File: config.mk
export PLATFORM = sky130hd
export DESIGN_NAME = priority_schedule_timing_top
export DESIGN_NICKNAME = d
export VERILOG_FILES = /design/src/rtl/pst_pkg.sv /design/src/rtl/priority_schedule_timing_top.sv /design/src/rtl/pst_ctrl.sv /design/src/rtl/pst_dpath.sv
export SDC_FILE = /design/constraint.sdc
export NUM_CORES = 1
export LEC_CHECK = 0
export ABC_CLOCK_PERIOD_IN_PS = 14000
export BUFFER_PORTS_ARGS = -buffer_cell sky130_fd_sc_hd__clkbuf_2
export CORE_MARGIN = 2
export CORE_UTILIZATION = 35
export DETAILED_ROUTE_END_ITERATION = 6
export GPL_TIMING_DRIVEN = 0
export PLACE_DENSITY = 0.57
export SLEW_MARGIN = 20
export SYNTH_ARGS = -nofsm -noshare
export SYNTH_HDL_FRONTEND = slang
export SYNTH_SLANG_ARGS = --single-unit
export TNS_END_PERCENT = 20
File: constraint.sdc
create_clock -name clk -period 14 [get_ports clk]
set_input_delay 0.7 -clock clk [delete_from_list [all_inputs] [get_ports clk]]
set_output_delay 0.7 -clock clk [all_outputs]
set_load 0.1 [all_outputs]
File: src/rtl/pst_pkg.sv
`timescale 1ns / 1ps
// Shared types, widths and helpers of the priority schedule timing block.
// Used by pst_ctrl, pst_dpath, the top level and the port checker.
package pst_pkg;

    localparam int MAX_PROCS = 16;
    localparam int FRAC_BITS = 8;

    localparam int CNT_W   = $clog2(MAX_PROCS + 1);
    localparam int IDX_W   = (MAX_PROCS > 1) ? $clog2(MAX_PROCS) : 1;
    localparam int BURST_W = 16;
    localparam int PRIO_W  = 8;
    localparam int ID_W    = 5;
    localparam int TIME_W  = 20;
    localparam int TOT_W   = 24;
    localparam int AVG_W   = 28;
    localparam int DIVD_W  = TOT_W + FRAC_BITS;
    localparam int DCNT_W  = $clog2(DIVD_W);

    localparam int IN_TDATA_W  = 24;
    localparam int OUT_FIELD_W = ID_W + PRIO_W + BURST_W + 2 * TIME_W + 2 * AVG_W;
    localparam int OUT_TDATA_W = ((OUT_FIELD_W + 7) / 8) * 8;

    localparam logic [TIME_W-1:0] TIME_MAX = {TIME_W{1'b1}};
    localparam logic [TOT_W-1:0]  TOT_MAX  = {TOT_W{1'b1}};
    localparam logic [AVG_W-1:0]  AVG_MAX  = {AVG_W{1'b1}};

    typedef enum logic [2:0] {
        ST_LOAD,
        ST_SCAN,
        ST_COMMIT,
        ST_DIV_INIT,
        ST_DIV,
        ST_EMIT
    } state_t;

    typedef struct packed {
        logic load;
        logic sort_start;
        logic scan;
        logic commit;
        logic div_start;
        logic div_step;
        logic emit;
    } cmd_t;

    typedef struct packed {
        logic scan_last;
        logic rank_last;
        logic div_last;
        logic emit_last;
        logic out_free;
    } status_t;

    function automatic logic [TIME_W-1:0] sat_time(input logic [TIME_W-1:0] a,
                                                   input logic [BURST_W-1:0] b);
        logic [TIME_W:0] s;
        begin
            s = {1'b0, a} + (TIME_W + 1)'(b);
            sat_time = s[TIME_W] ? TIME_MAX : s[TIME_W-1:0];
        end
    endfunction

    function automatic logic [TOT_W-1:0] sat_tot(input logic [TOT_W-1:0] a,
                                                 input logic [TIME_W-1:0] b);
        logic [TOT_W:0] s;
        begin
            s = {1'b0, a} + (TOT_W + 1)'(b);
            sat_tot = s[TOT_W] ? TOT_MAX : s[TOT_W-1:0];
        end
    endfunction

    function automatic logic [AVG_W-1:0] sat_avg(input logic [DIVD_W-1:0] q);
        logic [63:0] q64;
        begin
            q64 = 64'(q);
            sat_avg = (q64 > 64'(AVG_MAX)) ? AVG_MAX : q64[AVG_W-1:0];
        end
    endfunction

endpackage

File: src/rtl/priority_schedule_timing_top.sv
`timescale 1ns / 1ps
// Non-preemptive priority scheduler for one batch of jobs at a time.
// Instantiates pst_ctrl and pst_dpath; types and widths from pst_pkg.
//
// Usage: stream jobs in on s_axis (burst and priority in tdata, tlast on the
// final job of a batch). Jobs are taken one per cycle while loading; jobs past
// MAX_PROCS are dropped and flag overflow in tuser of every result. After the
// tlast beat, s_axis_tready stays low while the batch is ordered and timed:
// one selection scan over the n stored jobs per run slot (one store entry
// read per cycle), then the two means in a restoring divider: a start step,
// then one quotient bit per cycle. Results then leave on m_axis in run order,
// one per cycle when the receiver is ready, tlast on the final one.
// The result sits in an output register; a stalled receiver holds it and
// freezes the emit sequence. The next batch loads while the last result of
// the previous one still waits. Reset empties the batch and clears m_axis_tvalid.
module priority_schedule_timing_top
(
    input  logic                                clk,
    input  logic                                rst_n,
    input  logic                                s_axis_tvalid,
    output logic                                s_axis_tready,
    input  logic [pst_pkg::IN_TDATA_W-1:0]      s_axis_tdata,  // in_burst, in_priority
    input  logic                                s_axis_tlast,
    output logic                                m_axis_tvalid,
    input  logic                                m_axis_tready,
    // process_id, run_priority, run_burst, completion_time, waiting_time,
    // avg_turnaround, avg_waiting, zero fill
    output logic [pst_pkg::OUT_TDATA_W-1:0]     m_axis_tdata,
    output logic                                m_axis_tuser,  // overflow
    output logic                                m_axis_tlast
);

    pst_pkg::cmd_t    cmd;
    pst_pkg::status_t st;

    logic [pst_pkg::ID_W-1:0]    process_id;
    logic [pst_pkg::PRIO_W-1:0]  run_priority;
    logic [pst_pkg::BURST_W-1:0] run_burst;
    logic [pst_pkg::TIME_W-1:0]  completion_time;
    logic [pst_pkg::TIME_W-1:0]  waiting_time;
    logic [pst_pkg::AVG_W-1:0]   avg_turnaround;
    logic [pst_pkg::AVG_W-1:0]   avg_waiting;

    pst_ctrl u_ctrl
    (
        .clk      (clk),
        .rst_n    (rst_n),
        .in_valid (s_axis_tvalid),
        .in_last  (s_axis_tlast),
        .st       (st),
        .in_ready (s_axis_tready),
        .cmd      (cmd)
    );

    pst_dpath u_dpath
    (
        .clk             (clk),
        .rst_n           (rst_n),
        .cmd             (cmd),
        .in_burst        (s_axis_tdata[15:0]),
        .in_priority     (s_axis_tdata[23:16]),
        .out_ready       (m_axis_tready),
        .st              (st),
        .out_valid       (m_axis_tvalid),
        .process_id      (process_id),
        .run_priority    (run_priority),
        .run_burst       (run_burst),
        .completion_time (completion_time),
        .waiting_time    (waiting_time),
        .avg_turnaround  (avg_turnaround),
        .avg_waiting     (avg_waiting),
        .overflow        (m_axis_tuser),
        .end_of_run      (m_axis_tlast)
    );

    assign m_axis_tdata = pst_pkg::OUT_TDATA_W'({avg_waiting, avg_turnaround, waiting_time,
                                                 completion_time, run_burst, run_priority,
                                                 process_id});

endmodule

File: src/rtl/pst_ctrl.sv
`timescale 1ns / 1ps
// Sequencer of the priority schedule timing block: load, selection scan,
// mean division and emit phases. Depends on pst_pkg.
module pst_ctrl
(
    input  logic            clk,
    input  logic            rst_n,
    input  logic            in_valid,
    input  logic            in_last,
    input  pst_pkg::status_t st,
    output logic            in_ready,
    output pst_pkg::cmd_t   cmd
);

    pst_pkg::state_t state_reg;
    pst_pkg::state_t state_next;

    always_ff @(posedge clk or negedge rst_n)
    begin
        if (!rst_n)
        begin
            state_reg <= pst_pkg::ST_LOAD;
        end
        else
        begin
            state_reg <= state_next;
        end
    end

    always_comb
    begin
        state_next = state_reg;
        in_ready   = 1'b0;
        cmd        = '0;
        unique case (state_reg)
            pst_pkg::ST_LOAD:
            begin
                in_ready = 1'b1;
                if (in_valid)
                begin
                    cmd.load = 1'b1;
                    if (in_last)
                    begin
                        cmd.sort_start = 1'b1;
                        state_next     = pst_pkg::ST_SCAN;
                    end
                end
            end
            pst_pkg::ST_SCAN:
            begin
                cmd.scan = 1'b1;
                if (st.scan_last)
                begin
                    state_next = pst_pkg::ST_COMMIT;
                end
            end
            pst_pkg::ST_COMMIT:
            begin
                cmd.commit = 1'b1;
                state_next = st.rank_last ? pst_pkg::ST_DIV_INIT : pst_pkg::ST_SCAN;
            end
            pst_pkg::ST_DIV_INIT:
            begin
                cmd.div_start = 1'b1;
                state_next    = pst_pkg::ST_DIV;
            end
            pst_pkg::ST_DIV:
            begin
                cmd.div_step = 1'b1;
                if (st.div_last)
                begin
                    state_next = pst_pkg::ST_EMIT;
                end
            end
            pst_pkg::ST_EMIT:
            begin
                if (st.out_free)
                begin
                    cmd.emit = 1'b1;
                    if (st.emit_last)
                    begin
                        state_next = pst_pkg::ST_LOAD;
                    end
                end
            end
            default:
            begin
                state_next = pst_pkg::ST_LOAD;
            end
        endcase
    end

endmodule

File: src/rtl/pst_dpath.sv
`timescale 1ns / 1ps
// Datapath of the priority schedule timing block: job store, minimum-priority
// scan, time accumulators, restoring divider and output register. Uses pst_pkg.
module pst_dpath
(
    input  logic                              clk,
    input  logic                              rst_n,
    input  pst_pkg::cmd_t                     cmd,
    input  logic [pst_pkg::BURST_W-1:0]       in_burst,
    input  logic [pst_pkg::PRIO_W-1:0]        in_priority,
    input  logic                              out_ready,
    output pst_pkg::status_t                  st,
    output logic                              out_valid,
    output logic [pst_pkg::ID_W-1:0]          process_id,
    output logic [pst_pkg::PRIO_W-1:0]        run_priority,
    output logic [pst_pkg::BURST_W-1:0]       run_burst,
    output logic [pst_pkg::TIME_W-1:0]        completion_time,
    output logic [pst_pkg::TIME_W-1:0]        waiting_time,
    output logic [pst_pkg::AVG_W-1:0]         avg_turnaround,
    output logic [pst_pkg::AVG_W-1:0]         avg_waiting,
    output logic                              overflow,
    output logic                              end_of_run
);

    logic [pst_pkg::BURST_W-1:0] burst_mem [pst_pkg::MAX_PROCS];
    logic [pst_pkg::PRIO_W-1:0]  prio_mem  [pst_pkg::MAX_PROCS];
    logic [pst_pkg::IDX_W-1:0]   order_reg [pst_pkg::MAX_PROCS];
    logic [pst_pkg::MAX_PROCS-1:0] taken_reg;

    logic [pst_pkg::CNT_W-1:0]   count_reg;
    logic                        dropped_reg;
    logic [pst_pkg::IDX_W-1:0]   scan_idx_reg;
    logic [pst_pkg::IDX_W-1:0]   rank_reg;
    logic [pst_pkg::IDX_W-1:0]   emit_idx_reg;
    logic                        best_valid_reg;
    logic [pst_pkg::IDX_W-1:0]   best_idx_reg;
    logic [pst_pkg::PRIO_W-1:0]  best_prio_reg;
    logic [pst_pkg::BURST_W-1:0] best_burst_reg;
    logic [pst_pkg::DCNT_W-1:0]  div_cnt_reg;
    logic                        out_valid_reg;

    logic [pst_pkg::TIME_W-1:0]  time_reg;
    logic [pst_pkg::TOT_W-1:0]   tot_t_reg;
    logic [pst_pkg::TOT_W-1:0]   tot_w_reg;
    logic [pst_pkg::TIME_W-1:0]  etime_reg;
    logic [pst_pkg::CNT_W-1:0]   rem_t_reg;
    logic [pst_pkg::CNT_W-1:0]   rem_w_reg;
    logic [pst_pkg::DIVD_W-1:0]  quo_t_reg;
    logic [pst_pkg::DIVD_W-1:0]  quo_w_reg;

    logic [pst_pkg::ID_W-1:0]    id_reg;
    logic [pst_pkg::PRIO_W-1:0]  prio_out_reg;
    logic [pst_pkg::BURST_W-1:0] burst_out_reg;
    logic [pst_pkg::TIME_W-1:0]  ct_out_reg;
    logic [pst_pkg::TIME_W-1:0]  wt_out_reg;
    logic [pst_pkg::AVG_W-1:0]   avg_t_reg;
    logic [pst_pkg::AVG_W-1:0]   avg_w_reg;
    logic                        ovf_reg;
    logic                        eor_reg;

    logic [pst_pkg::CNT_W-1:0]   count_m1;
    logic [pst_pkg::IDX_W-1:0]   emit_k;
    logic [pst_pkg::IDX_W-1:0]   rd_idx;
    logic [pst_pkg::BURST_W-1:0] rd_burst;
    logic [pst_pkg::PRIO_W-1:0]  rd_prio;
    logic                        better;
    logic [pst_pkg::TIME_W-1:0]  commit_ct;
    logic [pst_pkg::TIME_W-1:0]  emit_ct;
    logic [pst_pkg::CNT_W:0]     trial_t;
    logic [pst_pkg::CNT_W:0]     trial_w;
    logic [pst_pkg::CNT_W:0]     diff_t;
    logic [pst_pkg::CNT_W:0]     diff_w;

    assign count_m1 = count_reg - pst_pkg::CNT_W'(1);
    assign emit_k   = order_reg[emit_idx_reg];
    assign rd_idx   = cmd.emit ? emit_k : scan_idx_reg;
    assign rd_burst = burst_mem[rd_idx];
    assign rd_prio  = prio_mem[rd_idx];
    assign better   = !taken_reg[scan_idx_reg] && (!best_valid_reg || (rd_prio < best_prio_reg));

    assign commit_ct = pst_pkg::sat_time(time_reg, best_burst_reg);
    assign emit_ct   = pst_pkg::sat_time(etime_reg, rd_burst);

    assign trial_t = {rem_t_reg, quo_t_reg[pst_pkg::DIVD_W-1]};
    assign trial_w = {rem_w_reg, quo_w_reg[pst_pkg::DIVD_W-1]};
    assign diff_t  = trial_t - {1'b0, count_reg};
    assign diff_w  = trial_w - {1'b0, count_reg};

    assign st.scan_last = (pst_pkg::CNT_W'(scan_idx_reg) == count_m1);
    assign st.rank_last = (pst_pkg::CNT_W'(rank_reg) == count_m1);
    assign st.emit_last = (pst_pkg::CNT_W'(emit_idx_reg) == count_m1);
    assign st.div_last  = (div_cnt_reg == pst_pkg::DCNT_W'(pst_pkg::DIVD_W - 1));
    assign st.out_free  = !out_valid_reg || out_ready;

    always_ff @(posedge clk or negedge rst_n)
    begin
        if (!rst_n)
        begin
            count_reg      <= '0;
            dropped_reg    <= 1'b0;
            taken_reg      <= '0;
            scan_idx_reg   <= '0;
            rank_reg       <= '0;
            emit_idx_reg   <= '0;
            best_valid_reg <= 1'b0;
            div_cnt_reg    <= '0;
            out_valid_reg  <= 1'b0;
        end
        else
        begin
            if (cmd.load)
            begin
                if (count_reg < pst_pkg::CNT_W'(pst_pkg::MAX_PROCS))
                begin
                    count_reg <= count_reg + pst_pkg::CNT_W'(1);
                end
                else
                begin
                    dropped_reg <= 1'b1;
                end
            end
            if (cmd.sort_start)
            begin
                taken_reg      <= '0;
                scan_idx_reg   <= '0;
                rank_reg       <= '0;
                emit_idx_reg   <= '0;
                best_valid_reg <= 1'b0;
            end
            if (cmd.scan)
            begin
                scan_idx_reg <= scan_idx_reg + pst_pkg::IDX_W'(1);
                if (better)
                begin
                    best_valid_reg <= 1'b1;
                end
            end
            if (cmd.commit)
            begin
                taken_reg[best_idx_reg] <= 1'b1;
                rank_reg       <= rank_reg + pst_pkg::IDX_W'(1);
                scan_idx_reg   <= '0;
                best_valid_reg <= 1'b0;
            end
            if (cmd.div_start)
            begin
                div_cnt_reg <= '0;
            end
            else if (cmd.div_step)
            begin
                div_cnt_reg <= div_cnt_reg + pst_pkg::DCNT_W'(1);
            end
            if (cmd.emit)
            begin
                out_valid_reg <= 1'b1;
                emit_idx_reg  <= emit_idx_reg + pst_pkg::IDX_W'(1);
                if (st.emit_last)
                begin
                    count_reg   <= '0;
                    dropped_reg <= 1'b0;
                end
            end
            else if (out_ready)
            begin
                out_valid_reg <= 1'b0;
            end
        end
    end

    always_ff @(posedge clk)
    begin
        if (cmd.load && (count_reg < pst_pkg::CNT_W'(pst_pkg::MAX_PROCS)))
        begin
            burst_mem[count_reg[pst_pkg::IDX_W-1:0]] <= in_burst;
            prio_mem[count_reg[pst_pkg::IDX_W-1:0]]  <= in_priority;
        end
        if (cmd.sort_start)
        begin
            time_reg  <= '0;
            tot_t_reg <= '0;
            tot_w_reg <= '0;
            etime_reg <= '0;
        end
        if (cmd.scan && better)
        begin
            best_idx_reg   <= scan_idx_reg;
            best_prio_reg  <= rd_prio;
            best_burst_reg <= rd_burst;
        end
        if (cmd.commit)
        begin
            order_reg[rank_reg] <= best_idx_reg;
            time_reg  <= commit_ct;
            tot_t_reg <= pst_pkg::sat_tot(tot_t_reg, commit_ct);
            tot_w_reg <= pst_pkg::sat_tot(tot_w_reg,
                                          commit_ct - pst_pkg::TIME_W'(best_burst_reg));
        end
        if (cmd.div_start)
        begin
            rem_t_reg <= '0;
            rem_w_reg <= '0;
            quo_t_reg <= pst_pkg::DIVD_W'(tot_t_reg) << pst_pkg::FRAC_BITS;
            quo_w_reg <= pst_pkg::DIVD_W'(tot_w_reg) << pst_pkg::FRAC_BITS;
        end
        else if (cmd.div_step)
        begin
            rem_t_reg <= diff_t[pst_pkg::CNT_W] ? trial_t[pst_pkg::CNT_W-1:0]
                                                : diff_t[pst_pkg::CNT_W-1:0];
            rem_w_reg <= diff_w[pst_pkg::CNT_W] ? trial_w[pst_pkg::CNT_W-1:0]
                                                : diff_w[pst_pkg::CNT_W-1:0];
            quo_t_reg <= {quo_t_reg[pst_pkg::DIVD_W-2:0], !diff_t[pst_pkg::CNT_W]};
            quo_w_reg <= {quo_w_reg[pst_pkg::DIVD_W-2:0], !diff_w[pst_pkg::CNT_W]};
        end
        if (cmd.emit)
        begin
            etime_reg     <= emit_ct;
            id_reg        <= pst_pkg::ID_W'(pst_pkg::ID_W'(emit_k) + pst_pkg::ID_W'(1));
            prio_out_reg  <= rd_prio;
            burst_out_reg <= rd_burst;
            ct_out_reg    <= emit_ct;
            wt_out_reg    <= emit_ct - pst_pkg::TIME_W'(rd_burst);
            avg_t_reg     <= pst_pkg::sat_avg(quo_t_reg);
            avg_w_reg     <= pst_pkg::sat_avg(quo_w_reg);
            ovf_reg       <= dropped_reg;
            eor_reg       <= st.emit_last;
        end
    end

    assign out_valid       = out_valid_reg;
    assign process_id      = id_reg;
    assign run_priority    = prio_out_reg;
    assign run_burst       = burst_out_reg;
    assign completion_time = ct_out_reg;
    assign waiting_time    = wt_out_reg;
    assign avg_turnaround  = avg_t_reg;
    assign avg_waiting     = avg_w_reg;
    assign overflow        = ovf_reg;
    assign end_of_run      = eor_reg;

endmodule

==> impl_metrics.ini <==
[detailed_routing]
route.detailed.drc = 0
drt_wl_total_um = 102000
ant_nets = 0
via_count = 25100
dr.pass1.iters = 5
viasPerCell = 5.22
drt_iter0_drc = 2118
wl_per_cell_um = 21.1

[outcome]
outcome = finished clean

[die]
initial_core_util_pct = 35.2
pin_count = 161
die_width_um = 331
num_rows = 120
coreArea_um2 = 107000
die_y_um = 331
die_area_um2 = 110000

[worst_setup_path]
startpoint_type = register
worstPathRequired_ps = 14430
path_class = reg2reg
timing.rr.start = u_dpath.emit_idx_reg[1]
crit_start = u_dpath.emit_idx_reg[1]
endpoint_kind = register
timing.critical_path.to = u_dpath.waiting_time[18]
regToRegSetupSlack_ps = 3410
path_buf_inv = 6
r2r-end = u_dpath.waiting_time[18]
cp_slowest_cell = clkbuf_1
cpLargestDelayFamily = compound AO/OA/AOI/OAI gates
cp.arrival_ps = 11010
crit_fanout = 10
r2r_cells = 35
cp_num_cells = 35
critPathMostFrequentCell = o21ai_0
slowest_delay_ps = 610

[logic_synthesis]
ys.flop_type = edfxtp_1
synth_async_sr_flop_share_pct = 5.44
yosysWarnings = 0
netlist.area_leader.share_pct = 59.2
synth_cell_type_count = 82
synth_edf_count = 739
netlist_area_um2 = 37500
avgSynthCellArea_um2 = 12.3
ys_ff_latch = 809
yosysSeqAreaShare_pct = 63.5
yosysTopAreaCell = edfxtp_1
netlist_instances = 3049
synthTopCellsByArea = edfxtp_1 59%, nand2_1 5.0%, ha_1 4.5%

[clock_tree]
numCtsBuffers = 90
cts_tree = yes
clockBufferDepth = 3
htreeDepth = 3
clkSinkCount = 809
clock-root-buffer = clkbuf_16
clk_latency_ps = 700
post_cts_buffers = 0
cts_resized = 0
clkTransAtPathRegs_ps = 60
hold_buffers = 0

[sta]
maxSlewHeadroom_pct = 25.8
setup_viol = 0
hold_ws_ps = 101
min_period_over_period_pct = 75.6
drv_slew = 0
clock_skew_ps = 64.5
post-route-min-period_ps = 10590
max_freq_mhz = 94.5
worst_slew_pin_slew_ps = 1110
finalHoldViolCount = 0
rsz0062_at_grt = no
setup_tns_ps = 0

[grt]
grt_pass1_vias = 24200
antenna_found_initial = 4
grt_first_pass_wirelength_um = 152000
grt.total_usage_pct = 18.1
overflow = 0
grt_max_degree = 51

[final_layout]
drive_above_1_share_pct = 12.4
fillers = 10000
largest_reg_flops = 256
fin_nets = 3503
stdcell_count = 4811
area_delta_synth_final_pct = 16.4
final_cell_area_um2 = 43600

[pwr]
ir_drop_uv = 108
cell_internal_pwr_uw = 3930
switching_share_pct = 21.0
p_sw_uw = 1040
p_seq_share_pct = 52.6
p_comb_share_pct = 0.6
cellPowerDensity_nw_per_um2 = 114
p_clk_share_pct = 46.9
p_leak_uw = 0.0152

[place]
io_buffers = 157
dp_cells = 4643
gp_congestion = 0.870
dpl.hpwl_um = 72900
placed_area_um2 = 40700

[job]
drv_cap = 0

[hold_path]
min_path_type = in2async
## layout make-up
type	count	area (µm²)	share of cell area [%]
inverters	115	434	0.995
well taps	1403	1760	4.02
multi-input cells	1979	12800	29.2
clock inverters	57	581	1.33
clock buffers	110	2330	5.33
repair buffers	189	1330	3.04
diodes	1	2.50	0.00573
flip-flops and latches	809	23800	54.6
plain buffers	148	652	1.49
## layer usage
metal | part of all wire, % | track usage, %
met2 | 47 | 29.7
met5 | 0.023 | 0
met4 | 2.3 | 5.39
met1 | 44 | 24.9
met3 | 6.5 | 2.91
## power groups by stage
stage	combinational, µW	sequential (µW)	clock, µW
2_1_floorplan	4.39	2670	0
3_3_place_gp	26.8	2670	0
3_5_place_dp	27.7	2670	0
4_1_cts	27.7	2620	2380
5_1_grt	30.3	2620	2470
6_report	27.6	2620	2330
## how the worst min path moves through the flow
| stage | from | end | slack [ps] | cells after the start |
|---|---|---|---|---|
| finish | rst_n | u_dpath.div_cnt_reg[2] | 100 | 1 |
| global route | rst_n | u_dpath.div_cnt_reg[2] | 120 | 1 |
| CTS | rst_n | u_dpath.div_cnt_reg[2] | 80 | 1 |
| detailed placement | u_dpath.scan_idx_reg[3] | u_dpath.best_idx_reg[3] | 440 | 0 |
| global placement | u_dpath.scan_idx_reg[3] | u_dpath.best_idx_reg[3] | 430 | 0 |
| floorplan | rst_n | u_ctrl.state_reg[0] | 400 | 0 |
## Yosys cell counts, types with 5 or more instances
cell type and number:
dfrtp_1 44, a21oi_1 156, nand3_1 175, and3_1 64
edfxtp_1 739, nor2b_1 22, ha_1 134, a21boi_0 5
clkbuf_1 105, or3_1 11, a31oi_1 25, buf_2 17
xnor2_1 78, dfxtp_1 26, o211ai_1 19, and2_1 22
a211oi_1 19, nor3_1 42, o21bai_1 15, o21a_1 38
o21ai_0 90, nor4_1 9, a311oi_1 16, a22o_1 74
inv_1 115, fa_1 8, a21o_1 34, nand4_1 15
mux2i_1 36, xor2_1 35, nand2b_1 78, a41oi_1 6
nand2_1 498, buf_1 18, o31ai_1 22, or2_2 12
mux4_2 19, nor2_1 127
## layout by cell type, fill, tap and decap left out, types with 89 or more instances in the layout
master / synthesis / final
nand2_1: 498 / 496
clkbuf_1: 105 / 124
edfxtp_1: 739 / 739
ha_1: 134 / 134
clkbuf_16: 0 / 90
nor2_1: 127 / 115
inv_1: 115 / 114
a21oi_1: 156 / 156
nand3_1: 175 / 175
clkbuf_2: 0 / 156
o21ai_0: 90 / 89
## kinds of logic (layout without fill, tap and decap cells)
family	count (synthesis)	after routing	synth area share (%)
other	1	4	0.0100
adder cells (fa/ha/maj)	142	142	4.90
AND/OR/NAND/NOR	1087	1087	13.3
XOR/XNOR	113	113	2.64
buffers and inverters	263	619	2.88
multiplexers	63	63	2.35
flip-flops	809	809	63.5
AO/OA/AOI/OAI	571	571	10.4
## metrics by stage
stage / worst slack [ps] / utilization (%) / total power (µW)
2_1_floorplan: 6670 / - / 2670
3_3_place_gp: 3590 / 37.6 / 2690
3_5_place_dp: 3550 / 38.2 / 2700
4_1_cts: 3560 / 40.9 / 5030
5_1_grt: 2790 / 40.9 / 5120
6_report: 3410 / 40.9 / 4980
Note: power is estimated with default switching activity, not from simulation.
